===== src/rtl/scba_pkg.sv =====
// Shared types and constants for the size-class bitmap allocator.
// No dependencies; every rtl file refers to it by scoped names.
package scba_pkg;

	localparam int ADDR_W   = 32;
	localparam int BYTES_W  = 24;
	localparam int CFG_W    = 32;
	localparam int NEED_W   = 11;   // request_bytes/16K + 1 fits in 11 bits

	// bitmap scan word
	localparam int SCAN_W   = 8;
	localparam int SCAN_SH  = 3;

	// block sizes as shift amounts and byte thresholds
	localparam int SMALL_SH  = 12;
	localparam int MEDIUM_SH = 13;
	localparam int LARGE_SH  = 14;
	localparam logic [BYTES_W-1:0] SZ_SMALL  = 24'h00_1000;
	localparam logic [BYTES_W-1:0] SZ_MEDIUM = 24'h00_2000;
	localparam logic [BYTES_W-1:0] SZ_LARGE  = 24'h00_4000;

	localparam logic [ADDR_W-1:0] SMALL_BASE_RST  = 32'h0000_0000;
	localparam logic [ADDR_W-1:0] MEDIUM_BASE_RST = 32'h0010_0000;
	localparam logic [ADDR_W-1:0] LARGE_BASE_RST  = 32'h0020_0000;

	// stream packing
	localparam int IN_TDATA_W  = 56;   // request_bytes, free_address
	localparam int OUT_TDATA_W = 40;   // block_address, granted, pad
	localparam int OUT_PAD_W   = 7;

	typedef enum logic [1:0] {
		REG_SMALL_BASE  = 2'd0,
		REG_MEDIUM_BASE = 2'd1,
		REG_LARGE_BASE  = 2'd2
	} reg_idx_t;

	typedef enum logic [0:0] {
		OP_ALLOC = 1'b0,
		OP_FREE  = 1'b1
	} opcode_t;

	typedef enum logic [2:0] {
		POOL_SMALL  = 3'b001,
		POOL_MEDIUM = 3'b010,
		POOL_LARGE  = 3'b100
	} pool_t;

	typedef enum logic [6:0] {
		ST_IDLE     = 7'b0000001,
		ST_SCAN     = 7'b0000010,
		ST_RUN      = 7'b0000100,
		ST_MARK     = 7'b0001000,
		ST_FREE_SEL = 7'b0010000,
		ST_FREE_CLR = 7'b0100000,
		ST_RESP     = 7'b1000000
	} state_t;

endpackage


===== src/rtl/scba_ffz.sv =====
// Find-first-zero over one bitmap scan word: the shared search unit.
// Depends on scba_pkg.
module scba_ffz (
	input  logic [scba_pkg::SCAN_W-1:0]  word,
	output logic                         found,
	output logic [scba_pkg::SCAN_SH-1:0] pos
);

	always_comb begin
		found = 1'b0;
		pos   = '0;
		for (int i = scba_pkg::SCAN_W - 1; i >= 0; i--) begin
			if (!word[i]) begin
				found = 1'b1;
				pos   = scba_pkg::SCAN_SH'(i);
			end
		end
	end

endmodule


===== src/rtl/scba_bitmap.sv =====
// Used-bit map of one block pool: word read port, one set and one clear port.
// Depends on scba_pkg. Bits past the pool end read as used.
module scba_bitmap #(
	parameter  int BLOCKS = 256,
	localparam int WORDS  = (BLOCKS + scba_pkg::SCAN_W - 1) / scba_pkg::SCAN_W,
	localparam int WIDX_W = (WORDS > 1) ? $clog2(WORDS) : 1,
	localparam int IDX_W  = (BLOCKS > 1) ? $clog2(BLOCKS) : 1
) (
	input  logic                         clk,
	input  logic                         arst_n,
	input  logic [WIDX_W-1:0]            rd_word,
	output logic [scba_pkg::SCAN_W-1:0]  word,
	input  logic                         set_en,
	input  logic [IDX_W-1:0]             set_idx,
	input  logic                         clr_en,
	input  logic [IDX_W-1:0]             clr_idx
);

	logic [BLOCKS-1:0]                 used_q;
	logic [WORDS*scba_pkg::SCAN_W-1:0] padded;

	always_ff @(posedge clk or negedge arst_n) begin
		if (!arst_n) begin
			used_q <= '0;
		end else begin
			if (set_en)
				used_q[set_idx] <= 1'b1;
			if (clr_en)
				used_q[clr_idx] <= 1'b0;
		end
	end

	always_comb begin
		padded = '1;
		padded[BLOCKS-1:0] = used_q;
	end

	assign word = padded[rd_word*scba_pkg::SCAN_W +: scba_pkg::SCAN_W];

endmodule


===== src/rtl/size_class_bitmap_allocator_unit.sv =====
// Size-class bitmap allocator, top level: request sequencer, pool bitmaps, output register.
// Allocate: one 8-bit bitmap word is scanned per cycle; a large run scans the large pool one bit
// per cycle, then marks one bit per cycle. One request at a time; the next is taken once the
// result is loaded into the output register. Reset clears all used bits and loads the default
// pool bases.
module size_class_bitmap_allocator_unit #(
	parameter int SMALL_BLOCKS  = 256,
	parameter int MEDIUM_BLOCKS = 128,
	parameter int LARGE_BLOCKS  = 64
) (
	input  logic                               clk,
	input  logic                               arst_n,
	input  logic                               s_axis_tvalid,
	output logic                               s_axis_tready,
	input  logic [scba_pkg::IN_TDATA_W-1:0]    s_axis_tdata,  // request_bytes, free_address
	input  logic                               s_axis_tuser,  // opcode
	output logic                               m_axis_tvalid,
	input  logic                               m_axis_tready,
	output logic [scba_pkg::OUT_TDATA_W-1:0]   m_axis_tdata,  // block_address, granted, pad
	input  logic                               cfg_we,
	input  logic [1:0]                         cfg_index,
	input  logic [scba_pkg::CFG_W-1:0]         cfg_data
);

	localparam int SW    = (SMALL_BLOCKS + scba_pkg::SCAN_W - 1) / scba_pkg::SCAN_W;
	localparam int MW    = (MEDIUM_BLOCKS + scba_pkg::SCAN_W - 1) / scba_pkg::SCAN_W;
	localparam int LW    = (LARGE_BLOCKS + scba_pkg::SCAN_W - 1) / scba_pkg::SCAN_W;
	localparam int SWW   = (SW > 1) ? $clog2(SW) : 1;
	localparam int MWW   = (MW > 1) ? $clog2(MW) : 1;
	localparam int LWW   = (LW > 1) ? $clog2(LW) : 1;
	localparam int SIW   = (SMALL_BLOCKS > 1) ? $clog2(SMALL_BLOCKS) : 1;
	localparam int MIW   = (MEDIUM_BLOCKS > 1) ? $clog2(MEDIUM_BLOCKS) : 1;
	localparam int LIW   = (LARGE_BLOCKS > 1) ? $clog2(LARGE_BLOCKS) : 1;
	localparam int MAXN0 = (SMALL_BLOCKS > MEDIUM_BLOCKS) ? SMALL_BLOCKS : MEDIUM_BLOCKS;
	localparam int MAXN  = (MAXN0 > LARGE_BLOCKS) ? MAXN0 : LARGE_BLOCKS;
	localparam int CW    = $clog2(MAXN + 1);
	localparam int XW    = CW + scba_pkg::SCAN_SH;

	scba_pkg::state_t state_q, state_d;
	scba_pkg::pool_t  pool_q;
	scba_pkg::pool_t  pool_in;

	logic [scba_pkg::ADDR_W-1:0]  small_base_q, medium_base_q, large_base_q;
	logic [scba_pkg::ADDR_W-1:0]  free_addr_q, res_q;
	logic                         grant_q;
	logic [CW-1:0]                cnt_q, mark_q, start_q;
	logic [scba_pkg::NEED_W-1:0]  need_q, run_q;
	logic                         out_valid_q, out_grant_q;
	logic [scba_pkg::ADDR_W-1:0]  out_addr_q;

	logic                         s_acc, resp_load;
	logic                         in_op;
	logic [scba_pkg::BYTES_W-1:0] in_bytes;
	logic [scba_pkg::ADDR_W-1:0]  in_addr;
	logic [scba_pkg::NEED_W-1:0]  need_in;
	logic                         need_big;

	logic [scba_pkg::SCAN_W-1:0]  small_word, medium_word, large_word, scan_word;
	logic                         ff_found;
	logic [scba_pkg::SCAN_SH-1:0] ff_pos;
	logic [XW-1:0]                scan_idx;
	logic                         scan_last;
	logic [scba_pkg::ADDR_W-1:0]  scan_addr;
	logic [CW-1:0]                run_wordidx;
	logic [LWW-1:0]               l_rd;

	logic                         run_bit, run_hit;
	logic [scba_pkg::NEED_W-1:0]  run_next;
	logic [CW-1:0]                run_start;

	logic [scba_pkg::ADDR_W:0]    small_end, medium_end;
	logic [scba_pkg::ADDR_W-1:0]  f_base, f_off, f_count;
	logic                         f_in;

	logic s_set, m_set, l_set, s_clr, m_clr, l_clr;
	logic [LIW-1:0] l_set_idx;

	assign in_op    = s_axis_tuser;
	assign in_bytes = s_axis_tdata[scba_pkg::BYTES_W-1:0];
	assign in_addr  = s_axis_tdata[scba_pkg::BYTES_W +: scba_pkg::ADDR_W];

	assign s_axis_tready = (state_q == scba_pkg::ST_IDLE);
	assign s_acc         = s_axis_tvalid && s_axis_tready;
	assign resp_load     = (state_q == scba_pkg::ST_RESP) && (!out_valid_q || m_axis_tready);

	assign m_axis_tvalid = out_valid_q;
	assign m_axis_tdata  = {{scba_pkg::OUT_PAD_W{1'b0}}, out_grant_q, out_addr_q};

	// class choice and run length
	assign need_in  = scba_pkg::NEED_W'(in_bytes >> scba_pkg::LARGE_SH) + 1'b1;
	assign need_big = 32'(need_in) > 32'(LARGE_BLOCKS);

	always_comb begin
		if (in_bytes <= scba_pkg::SZ_SMALL)
			pool_in = scba_pkg::POOL_SMALL;
		else if (in_bytes <= scba_pkg::SZ_MEDIUM)
			pool_in = scba_pkg::POOL_MEDIUM;
		else
			pool_in = scba_pkg::POOL_LARGE;
	end

	// ---- bitmaps and shared search unit ----
	assign run_wordidx = cnt_q >> scba_pkg::SCAN_SH;
	assign l_rd = (state_q == scba_pkg::ST_RUN) ? run_wordidx[LWW-1:0] : cnt_q[LWW-1:0];

	scba_bitmap #(.BLOCKS(SMALL_BLOCKS)) u_small (
		.clk(clk), .arst_n(arst_n),
		.rd_word(cnt_q[SWW-1:0]), .word(small_word),
		.set_en(s_set), .set_idx(scan_idx[SIW-1:0]),
		.clr_en(s_clr), .clr_idx(f_off[SIW-1:0])
	);

	scba_bitmap #(.BLOCKS(MEDIUM_BLOCKS)) u_medium (
		.clk(clk), .arst_n(arst_n),
		.rd_word(cnt_q[MWW-1:0]), .word(medium_word),
		.set_en(m_set), .set_idx(scan_idx[MIW-1:0]),
		.clr_en(m_clr), .clr_idx(f_off[MIW-1:0])
	);

	scba_bitmap #(.BLOCKS(LARGE_BLOCKS)) u_large (
		.clk(clk), .arst_n(arst_n),
		.rd_word(l_rd), .word(large_word),
		.set_en(l_set), .set_idx(l_set_idx),
		.clr_en(l_clr), .clr_idx(f_off[LIW-1:0])
	);

	always_comb begin
		unique case (pool_q)
			scba_pkg::POOL_SMALL: begin
				scan_word = small_word;
				scan_last = (cnt_q == CW'(SW - 1));
				scan_addr = small_base_q + (32'(scan_idx) << scba_pkg::SMALL_SH);
			end
			scba_pkg::POOL_MEDIUM: begin
				scan_word = medium_word;
				scan_last = (cnt_q == CW'(MW - 1));
				scan_addr = medium_base_q + (32'(scan_idx) << scba_pkg::MEDIUM_SH);
			end
			default: begin
				scan_word = large_word;
				scan_last = (cnt_q == CW'(LW - 1));
				scan_addr = large_base_q + (32'(scan_idx) << scba_pkg::LARGE_SH);
			end
		endcase
	end

	scba_ffz u_ffz (
		.word(scan_word),
		.found(ff_found),
		.pos(ff_pos)
	);

	assign scan_idx = {cnt_q, ff_pos};

	// run search: one large-pool bit per cycle, run ends at cnt_q
	assign run_bit   = large_word[cnt_q[scba_pkg::SCAN_SH-1:0]];
	assign run_next  = run_q + 1'b1;
	assign run_hit   = !run_bit && (run_next == need_q);
	assign run_start = cnt_q - CW'(need_q) + 1'b1;

	// free: pool by end bounds, then block offset
	assign small_end  = {1'b0, small_base_q} + ((scba_pkg::ADDR_W+1)'(SMALL_BLOCKS)
		<< scba_pkg::SMALL_SH);
	assign medium_end = {1'b0, medium_base_q} + ((scba_pkg::ADDR_W+1)'(MEDIUM_BLOCKS)
		<< scba_pkg::MEDIUM_SH);

	always_comb begin
		unique case (pool_q)
			scba_pkg::POOL_SMALL: begin
				f_base  = small_base_q;
				f_off   = (free_addr_q - small_base_q) >> scba_pkg::SMALL_SH;
				f_count = 32'(SMALL_BLOCKS);
			end
			scba_pkg::POOL_MEDIUM: begin
				f_base  = medium_base_q;
				f_off   = (free_addr_q - medium_base_q) >> scba_pkg::MEDIUM_SH;
				f_count = 32'(MEDIUM_BLOCKS);
			end
			default: begin
				f_base  = large_base_q;
				f_off   = (free_addr_q - large_base_q) >> scba_pkg::LARGE_SH;
				f_count = 32'(LARGE_BLOCKS);
			end
		endcase
	end

	assign f_in = (free_addr_q >= f_base) && (f_off < f_count);

	assign s_set = (state_q == scba_pkg::ST_SCAN) && (pool_q == scba_pkg::POOL_SMALL) && ff_found;
	assign m_set = (state_q == scba_pkg::ST_SCAN) && (pool_q == scba_pkg::POOL_MEDIUM) && ff_found;
	assign l_set = ((state_q == scba_pkg::ST_SCAN) && (pool_q == scba_pkg::POOL_LARGE) && ff_found)
		|| (state_q == scba_pkg::ST_MARK);
	assign l_set_idx = (state_q == scba_pkg::ST_MARK) ? mark_q[LIW-1:0] : scan_idx[LIW-1:0];

	assign s_clr = (state_q == scba_pkg::ST_FREE_CLR) && (pool_q == scba_pkg::POOL_SMALL) && f_in;
	assign m_clr = (state_q == scba_pkg::ST_FREE_CLR) && (pool_q == scba_pkg::POOL_MEDIUM) && f_in;
	assign l_clr = (state_q == scba_pkg::ST_FREE_CLR) && (pool_q == scba_pkg::POOL_LARGE) && f_in;

	// ---- sequencer ----
	always_comb begin
		state_d = state_q;
		unique case (state_q)
			scba_pkg::ST_IDLE: begin
				if (s_acc) begin
					if (in_op == scba_pkg::OP_FREE)
						state_d = scba_pkg::ST_FREE_SEL;
					else if (in_bytes <= scba_pkg::SZ_LARGE)
						state_d = scba_pkg::ST_SCAN;
					else if (need_big)
						state_d = scba_pkg::ST_RESP;
					else
						state_d = scba_pkg::ST_RUN;
				end
			end
			scba_pkg::ST_SCAN: begin
				if (ff_found || scan_last)
					state_d = scba_pkg::ST_RESP;
			end
			scba_pkg::ST_RUN: begin
				if (run_hit)
					state_d = scba_pkg::ST_MARK;
				else if (cnt_q == CW'(LARGE_BLOCKS - 1))
					state_d = scba_pkg::ST_RESP;
			end
			scba_pkg::ST_MARK: begin
				if (mark_q == cnt_q)
					state_d = scba_pkg::ST_RESP;
			end
			scba_pkg::ST_FREE_SEL: state_d = scba_pkg::ST_FREE_CLR;
			scba_pkg::ST_FREE_CLR: state_d = scba_pkg::ST_RESP;
			scba_pkg::ST_RESP: begin
				if (resp_load)
					state_d = scba_pkg::ST_IDLE;
			end
			default: state_d = scba_pkg::ST_IDLE;
		endcase
	end

	always_ff @(posedge clk or negedge arst_n) begin
		if (!arst_n) begin
			state_q       <= scba_pkg::ST_IDLE;
			out_valid_q   <= 1'b0;
			small_base_q  <= scba_pkg::SMALL_BASE_RST;
			medium_base_q <= scba_pkg::MEDIUM_BASE_RST;
			large_base_q  <= scba_pkg::LARGE_BASE_RST;
		end else begin
			state_q <= state_d;
			if (resp_load)
				out_valid_q <= 1'b1;
			else if (m_axis_tready)
				out_valid_q <= 1'b0;
			if (cfg_we) begin
				unique case (cfg_index)
					scba_pkg::REG_SMALL_BASE:  small_base_q  <= cfg_data;
					scba_pkg::REG_MEDIUM_BASE: medium_base_q <= cfg_data;
					scba_pkg::REG_LARGE_BASE:  large_base_q  <= cfg_data;
					default: ;
				endcase
			end
		end
	end

	always_ff @(posedge clk) begin
		unique case (state_q)
			scba_pkg::ST_IDLE: begin
				if (s_acc) begin
					free_addr_q <= in_addr;
					need_q      <= need_in;
					pool_q      <= pool_in;
					cnt_q       <= '0;
					run_q       <= '0;
					grant_q     <= 1'b0;
					res_q       <= '0;
				end
			end
			scba_pkg::ST_SCAN: begin
				if (ff_found) begin
					grant_q <= 1'b1;
					res_q   <= scan_addr;
				end else begin
					cnt_q <= cnt_q + 1'b1;
				end
			end
			scba_pkg::ST_RUN: begin
				run_q <= run_bit ? '0 : run_next;
				if (run_hit) begin
					mark_q  <= run_start;
					start_q <= run_start;
				end else begin
					cnt_q <= cnt_q + 1'b1;
				end
			end
			scba_pkg::ST_MARK: begin
				if (mark_q == cnt_q) begin
					grant_q <= 1'b1;
					res_q   <= large_base_q + (32'(start_q) << scba_pkg::LARGE_SH);
				end else begin
					mark_q <= mark_q + 1'b1;
				end
			end
			scba_pkg::ST_FREE_SEL: begin
				if ({1'b0, free_addr_q} < small_end)
					pool_q <= scba_pkg::POOL_SMALL;
				else if ({1'b0, free_addr_q} < medium_end)
					pool_q <= scba_pkg::POOL_MEDIUM;
				else
					pool_q <= scba_pkg::POOL_LARGE;
			end
			default: ;
		endcase

		if (resp_load) begin
			out_addr_q  <= res_q;
			out_grant_q <= grant_q;
		end
	end

`ifndef NO_ASSERTIONS
	a_fail_zero_addr: assert property (@(posedge clk) disable iff (!arst_n)
		m_axis_tvalid && !m_axis_tdata[scba_pkg::ADDR_W]
		|-> m_axis_tdata[scba_pkg::ADDR_W-1:0] == '0)
		else $error("failed request carries a nonzero address");

	a_one_map_update: assert property (@(posedge clk) disable iff (!arst_n)
		$onehot0({s_set, s_clr, m_set, m_clr, l_set, l_clr}))
		else $error("more than one bitmap update in a cycle");

	a_run_below_need: assert property (@(posedge clk) disable iff (!arst_n)
		state_q == scba_pkg::ST_RUN |-> run_q < need_q)
		else $error("free-run count reached the need without a hit");

	a_busy_after_accept: assert property (@(posedge clk) disable iff (!arst_n)
		s_axis_tvalid && s_axis_tready |=> !s_axis_tready)
		else $error("request accepted while the previous one is in work");
`endif

endmodule

===== config.mk =====
export PLATFORM = sky130hd
export DESIGN_NAME = size_class_bitmap_allocator_unit
export DESIGN_NICKNAME = d
export VERILOG_FILES = /design/src/rtl/scba_pkg.sv /design/src/rtl/scba_ffz.sv /design/src/rtl/scba_bitmap.sv /design/src/rtl/size_class_bitmap_allocator_unit.sv
export SDC_FILE = /design/constraint.sdc
export NUM_CORES = 2
export LEC_CHECK = 0
export BUFFER_PORTS_ARGS = -buffer_cell sky130_fd_sc_hd__buf_2
export CAP_MARGIN = 30
export CORE_MARGIN = 3
export CORE_UTILIZATION = 47
export DETAILED_ROUTE_END_ITERATION = 10
export PLACE_DENSITY = 0.68
export SYNTH_ARGS = -nofsm -noshare
export SYNTH_HDL_FRONTEND = slang
export SYNTH_SLANG_ARGS = --single-unit

===== constraint.sdc =====
create_clock -name clk -period 5.8 [get_ports clk]
set_input_delay 1.16 -clock clk [delete_from_list [all_inputs] [get_ports clk]]
set_output_delay 1.16 -clock clk [all_outputs]
set_load 0.005 [all_outputs]

# == Yosys cells after proc, flatten, opt, wreduce, memory -nomap -nowiden ==
# Index checks and enable logic that the tools add are counted.
# classes
addsub,15
n_lt_le_gt_ge,21
n_eq_ne,28
shift,3
mux,80
bitwise,9
reduce_logical,45
# ops
op,count
$mux W256,2
$and A256 B256 Y256,1
$mux W128,2
$not A256 Y256,1
$or A256 B256 Y256,1
$shiftx A256 B9 Y8,1
$and A128 B128 Y128,1
$mux W64,2
$not A128 Y128,1
$or A128 B128 Y128,1
$pmux W32 S2,2
$shiftx A128 B8 Y8,1
$mux W32,3
$pmux W32 S3,1
$sub A32 B32 Y32,3
$add A32 B21 Y33 const B,2
$lt A32 B33 Y1,2
$and A64 B64 Y64,1
$not A64 Y64,1
$or A64 B64 Y64,1
$shiftx A64 B7 Y8,1
$mux W7,9
$pmux W7 S7,1
$mux W9,5
other kinds (68),155
# totals
ff_bits,702
input_bits,96
output_inout_bits,42
word_cells,220

# == Logic depth before layout (Yosys ltp) ==
# logic_depth
word_depth,21
depth_mapped,31
depth_no_buf,25

# == Modules after synthesis ==
# From an unflattened synthesis, not the netlist that was laid out.
# unflattened
cells_unflattened,4021
area_unflattened_um2,40806.6
# modules_own_cells
module,instances,cells_each,area_each_um2,seq_area_each_um2
size_class_bitmap_allocator_unit,1,2096,19566.3,7110.6
scba_bitmap (u_small),1,1050,11733.8,6406.1
scba_bitmap (u_medium),1,569,6213.5,3203.1
scba_bitmap (u_large),1,290,3214.3,1601.5
scba_ffz,1,16,78.8,0.0

# == Least setup slack after synthesis ==
# OpenSTA, ideal clock, no wires.
# synth_path
path_type,register -> register
start,register state_q[1]
end,"register res_q[30] (netlist name), data pin"
setup_ns,0.257
arrival_time_ns,5.820
required_time_ns,5.543
slack_ns,-0.277
stages_incl_launch_ff,27
path_buffers,3
period_less_slack_ns,6.077
cell_sequence,dfrtp_1 or4_1 o21ai_1 nand2_2 buf_6 mux2i_1 mux4_2 a221o_1 a311oi_4 buf_6 nor2_2 buf_2 xnor2_1 ha_1 a21o_1 a21o_1 a21o_1 a21o_1 a21o_1 a21oi_1 nor3b_1 o21ai_0 a41oi_2 nor4_1 xnor2_1 o221ai_1 a32o_1
# synth_via
elab_chain_len,16
elab_cells_between_ends,21
classes_between,add/sub (3); eq/ne (4); shift (1); mux (13)
# synth_rtl
item,line,rtl
start: declaration,size_class_bitmap_allocator_unit.sv:39,"scba_pkg::state_t state_q, state_d;"
start signal: assignment,size_class_bitmap_allocator_unit.sv:241,state_q <= scba_pkg::ST_IDLE;
start signal: assignment,size_class_bitmap_allocator_unit.sv:247,state_q <= state_d;
$eq A7 B3 Y1,size_class_bitmap_allocator_unit.sv:104,assign l_rd = (state_q == scba_pkg::ST_RUN) ? run_wordidx[LWW-1:0] : cnt_q[LWW-1:0];
$mux W3,size_class_bitmap_allocator_unit.sv:104,
$shiftx A64 B7 Y8,scba_bitmap.sv:38,assign word = padded[rd_word*scba_pkg::SCAN_W +: scba_pkg::SCAN_W];
$pmux W8 S2,size_class_bitmap_allocator_unit.sv:128,unique case (pool_q)
$mux W3 (8 in a row),scba_ffz.sv:13,if (!word[i]) begin
"$add A32 B26 Y32, or another cell as far along",size_class_bitmap_allocator_unit.sv:142,scan_addr = large_base_q + (32'(scan_idx) << scba_pkg::LARGE_SH);
$pmux W32 S2,size_class_bitmap_allocator_unit.sv:128,
$mux W32,size_class_bitmap_allocator_unit.sv:277,if (ff_found) begin
$pmux W32 S3 (*),size_class_bitmap_allocator_unit.sv:264,unique case (state_q)
end signal: assignment,size_class_bitmap_allocator_unit.sv:279,res_q <= scan_addr;
end signal: assignment,size_class_bitmap_allocator_unit.sv:296,res_q <= large_base_q + (32'(start_q) << scba_pkg::LARGE_SH);
end: declaration,size_class_bitmap_allocator_unit.sv:44,"logic [scba_pkg::ADDR_W-1:0] free_addr_q, res_q;"
# Mark *: on every way between the ends. The rest lies on a longest branch, timed or not. The select of a mux whose other input is x is not followed.
# A chain may end at the register's enable or synchronous reset.

# == Final worst setup path ==
# layout_path
start,register state_q[0]
end,"register res_q[28] (netlist name), data pin"
# The elaborated chain is that of the path after synthesis.

==> results.md <==
- Post-synth EDFFs: 150
- Number of cells on the critical path: 24
- Achievable Freq: approximately 180 MHz
- Slowest cell on the critical path: sky130_fd_sc_hd__or4_4
- Global-route wire length before repair: between 200 and 250 mm
- Synth warn: 0
- Share of Yosys cell area claimed by the top area cell type: 32.3%
- Area leader, netlist: sky130_fd_sc_hd__dfrtp_1
- Share of post-route cells with drive strength above 1: about a fifth
- Xor and xnor area share after synthesis: under 10%
- Reg clk slew, reported paths: 60 ps
- Final core area utilization: 56.0%
- Synth unique cells: between 90 and 100
- Skew final: ~46 ps
- Detailed router's first-iteration violation count: ~5100
- Final setup violation count: 0
- Remaining number of nets flagged by the antenna check after routing: 0
- Final Hold Fails: 0
- Total detailed-routing wirelength: 155 mm
- Setup tns final: 0 ps
- Combinational family with the most area after synthesis: compound AO/OA/AOI/OAI gates
- Pin count of the biggest net entering global routing: 140
- Number of antenna violations at the first check in global routing: 4
- Average cell area after synthesis: between 9 and 10 um^2
- Crit path largest cell delay: around 560 ps
- Leakage power summed over all cells: around 22 nW
- Cell depth of the worst hold path: 0
- Largest register FFs: roughly 260
- Depth of the CTS H-tree: 3
- Critical setup path kind: flip-flop to flip-flop
- # DRC: 0
- Layout Nets: around 4900
- Top post-synthesis cells by area: sky130_fd_sc_hd__dfrtp_1, sky130_fd_sc_hd__a21oi_1, sky130_fd_sc_hd__edfxtp_1
- Flops & latches, synth: ~700
- Peak ir drop on the vdd network: between 400 and 500 uV
- Cell area power density: roughly 450 mW/mm^2
- Simple-gate portion of the synthesized area: 10.3%
- Post-layout worst setup margin: approximately 110 ps
- Post-route fraction of the period consumed by the critical path: 98.1%
- Per-cell routed wire length: 26.6 um
- Critical Path, Cell by Cell: or4_4 > o21ai_4 > nand2_4 > buf_6 > mux2i_1 > mux4_2 > a221o_1 > a311oi_4 > nor2_4 > buf_6 > xnor2_1 > ha_2 > a21o_1 > a21o_1 > a21o_1 > a21oi_2 > nor2_1 > a21oi_2 > o31ai_4 > o41ai_4 > o21ai_1 > a31oi_1 > a41oi_1 > o22a_1
- DR pass1 iterations: 6
- Data required time at the worst endpoint: 6200 ps
- Effective utilization at floorplan: 47.8%
- Number of vias per cell after detailed routing: 6.60
- Max_slew headroom: roughly a quarter
- Number of global-route vias before repair: between 30000 and 40000
- Post-Synthesis Cells: 4352
- Actual slew at the worst max-slew pin: between 1000 and 1500 ps
- Clock network latency to the later pin of the worst-skew pair: between 600 and 700 ps
- Clock period minus worst slack: about 5700 ps
- GRT Util Overall: about a third
- Mux cell area share after synthesis: around 9%
- Path depth of the worst reg2reg path: 24
- Number of core rows: 109
- Number of maximum-capacitance violations: 0
- Number of pins exceeding their max-slew limit in the final report: 0
- Outcome: finished clean
- Std-Cell Core Area: slightly below 0.09 mm^2
- Data arrival at the endpoint of the critical path: 6090 ps
- Prevailing post-synth register cell: sky130_fd_sc_hd__dfrtp_1
- Adder-Cell Fraction of Synth Area: 6.52%
- Count of buffers inserted at the top-level ports: 130
- Detail Placement HPWL: 109 mm
- GR Overflow Total: 0
- Slack of the worst reg-to-reg path: 110 ps
- TritonCTS clock tree: done
- Die Span X: slightly above 300 um
- Area fraction in compound gates after synthesis: approximately a quarter
- Detailed-route via count: roughly 38000
- Class of the tightest hold or removal check: flip-flop to flip-flop
- Buffers and inverters on the worst path: 2
- Worst-path fanout max: 4
- Layout overhead on the synthesized area: 17.3%
- Pre-CTS worst setup slack: -173 ps
- Total Die Area: about 0.094 mm^2
- Number of buffers inserted for hold repair after clock tree synthesis: 0
- Weighted congestion reported at the end of routability-driven placement: between 0.9 and 1
- Die Y-Extent: a little over 300 um
- Most Frequent Cell on Critical Path: sky130_fd_sc_hd__a21o_1
- Critical Path Source Type: flip-flop
- Unrepaired setup endpoints after global routing: true
- Ports placed on the boundary: roughly 140
- Post-synth ARST share: a little under 80%
- Area of the mapped netlist: 0.0425 mm^2
- Clock root buffer master: sky130_fd_sc_hd__clkbuf_16
- Share of the yosys chip area belonging to registers: between 40% and 50%
- Number of clock sinks: 702
- Num CTS Buffers: 81
- Worst path top cell family by delay: compound AO/OA/AOI/OAI gates
- Fill cell instance count of the final layout: 7753
- CTS max path bufs: 3
- Kind of end point of the critical path: flip-flop
-- where the power goes --
| group | internal [mW] | switching, mW | total [mW] |
|---|---|---|---|
| clock | 3.25 | 2.27 | 5.53 |
| combinational | 3.95 | 6.91 | 10.9 |
| sequential | 5.70 | 0.517 | 6.22 |
| total | 12.9 | 9.70 | 22.6 |
-- logic make-up (layout without fill, tap and decap cells) --
| kind of cell | after synthesis | in the layout |
|---|---|---|
| compound gates | 1671 | 1671 |
| xor+xnor | 169 | 169 |
| fa+ha+maj | 220 | 220 |
| buf+inv | 458 | 753 |
| flops | 702 | 702 |
| mux | 257 | 257 |
| other cells | 1 | 9 |
| simple gates | 874 | 875 |
-- layer usage --
layer | routed length, um | global-route usage [%] | share of wire (%) | up-vias
met1 | 60300 | 41.9 | 39 | 18860
met3 | 15000 | 6.74 | 9.7 | 515
met2 | 69800 | 50.0 | 45 | 2292
li1 | - | - | - | 16767
met4 | 9800 | 17.6 | 6.3 | 2
met5 | 13 | 0 | 0.0084 | -
-- layout make-up --
| type | instances | area, um^2 | area share, % |
|---|---|---|---|
| Antenna cell | 2 | 5.00 | 0.0101 |
| Clock buffer | 116 | 2350 | 4.72 |
| Clock inverter | 34 | 512 | 1.03 |
| Inverter | 162 | 616 | 1.24 |
| Multi-Input combinational cell | 3199 | 22900 | 46.0 |
| Sequential cell | 702 | 18300 | 36.8 |
| Tap cell | 1165 | 1460 | 2.93 |
| Timing Repair Buffer | 441 | 3620 | 7.27 |
-- synth_stat cells, types with 9 or more instances --
| master | count |
|---|---|
| sky130_fd_sc_hd__buf_1 | 29 |
| sky130_fd_sc_hd__o22ai_1 | 32 |
| sky130_fd_sc_hd__nand4_1 | 28 |
| sky130_fd_sc_hd__o21bai_1 | 29 |
| sky130_fd_sc_hd__o31ai_1 | 15 |
| sky130_fd_sc_hd__mux2i_1 | 99 |
| sky130_fd_sc_hd__o21a_1 | 24 |
| sky130_fd_sc_hd__a21o_1 | 84 |
| sky130_fd_sc_hd__nor2b_1 | 21 |
| sky130_fd_sc_hd__and2_1 | 42 |
| sky130_fd_sc_hd__edfxtp_1 | 150 |
| sky130_fd_sc_hd__clkbuf_1 | 201 |
| sky130_fd_sc_hd__nor3b_1 | 9 |
| sky130_fd_sc_hd__or2_2 | 9 |
| sky130_fd_sc_hd__a31oi_1 | 180 |
| sky130_fd_sc_hd__buf_2 | 45 |
| sky130_fd_sc_hd__nand3b_1 | 12 |
| sky130_fd_sc_hd__dfrtp_1 | 549 |
| sky130_fd_sc_hd__o211ai_1 | 17 |
| sky130_fd_sc_hd__nand3_1 | 74 |
| sky130_fd_sc_hd__mux4_2 | 87 |
| sky130_fd_sc_hd__nor3_1 | 82 |
| sky130_fd_sc_hd__xor2_1 | 58 |
| sky130_fd_sc_hd__ha_1 | 218 |
| sky130_fd_sc_hd__a211oi_1 | 22 |
| sky130_fd_sc_hd__o21ai_0 | 162 |
| sky130_fd_sc_hd__and3_1 | 23 |
| sky130_fd_sc_hd__buf_4 | 14 |
| sky130_fd_sc_hd__o221ai_1 | 9 |
| sky130_fd_sc_hd__inv_1 | 160 |
| sky130_fd_sc_hd__nor4_1 | 31 |
| sky130_fd_sc_hd__a21oi_1 | 900 |
| sky130_fd_sc_hd__or4_1 | 12 |
| sky130_fd_sc_hd__or3_1 | 12 |
| sky130_fd_sc_hd__a221oi_1 | 10 |
| sky130_fd_sc_hd__a2bb2oi_1 | 22 |
| sky130_fd_sc_hd__a22oi_1 | 40 |
| sky130_fd_sc_hd__nand2b_1 | 34 |
| sky130_fd_sc_hd__nand2_1 | 204 |
| sky130_fd_sc_hd__nor2_1 | 233 |
| sky130_fd_sc_hd__xnor2_1 | 111 |
| sky130_fd_sc_hd__mux2_2 | 71 |
| sky130_fd_sc_hd__a22o_1 | 15 |
-- worst paths after layout --
| path | from | to |
|---|---|---|
| min reg2reg | res_q[16]$_DFFE_PP_ | out_addr_q[16]$_DFFE_PP_ |
| max in group asynchronous | arst_n | u_small.padded[133]$_DFF_PN0_ |
| max reg2reg | state_q[0]$_DFFE_PN1P_ | res_q[28]$_DFFE_PP_ |
| min | res_q[16]$_DFFE_PP_ | out_addr_q[16]$_DFFE_PP_ |
| min in group asynchronous | arst_n | medium_base_q[31]$_DFFE_PN0P_ |
| max | state_q[0]$_DFFE_PN1P_ | res_q[28]$_DFFE_PP_ |
-- per-stage QoR --
| step | hold slack (ps) | cell area [um^2] | cells | power, mW |
|---|---|---|---|---|
| floorplan | 400 | 42500 | 4358 | 12.4 |
| global placement | 401 | 46000 | 5624 | 16.2 |
| detailed placement | 405 | 46200 | 5636 | 16.4 |
| CTS | 418 | 49200 | 5789 | 22.0 |
| global route | 420 | 49800 | 5819 | 23.5 |
| finish | 417 | 49800 | 5821 | 22.6 |
-- timing repair --
action / CTS / global route
buffers inserted: 2 / 25
gates cloned: 1 / 2
endpoints found under the setup margin: 7 / 384
pin swaps: 7 / 36
resized for setup: 19 / 76
-- placed cells by master, fill, tap and decap left out, drive strengths merged, types with 75 or more instances in the layout --
cell type / Yosys / layout
nor2: 235 / 235
buf: 91 / 439
nand2: 206 / 207
inv: 160 / 165
edfxtp: 150 / 150
xnor2: 111 / 111
a21o: 84 / 84
dfrtp: 549 / 549
o21ai: 170 / 170
a21oi: 902 / 902
mux2i: 99 / 99
clkbuf: 205 / 118
ha: 218 / 218
a31oi: 180 / 180
nor3: 87 / 87
mux4: 87 / 87
nand3: 75 / 75
Power figures use the tool's default switching activity.
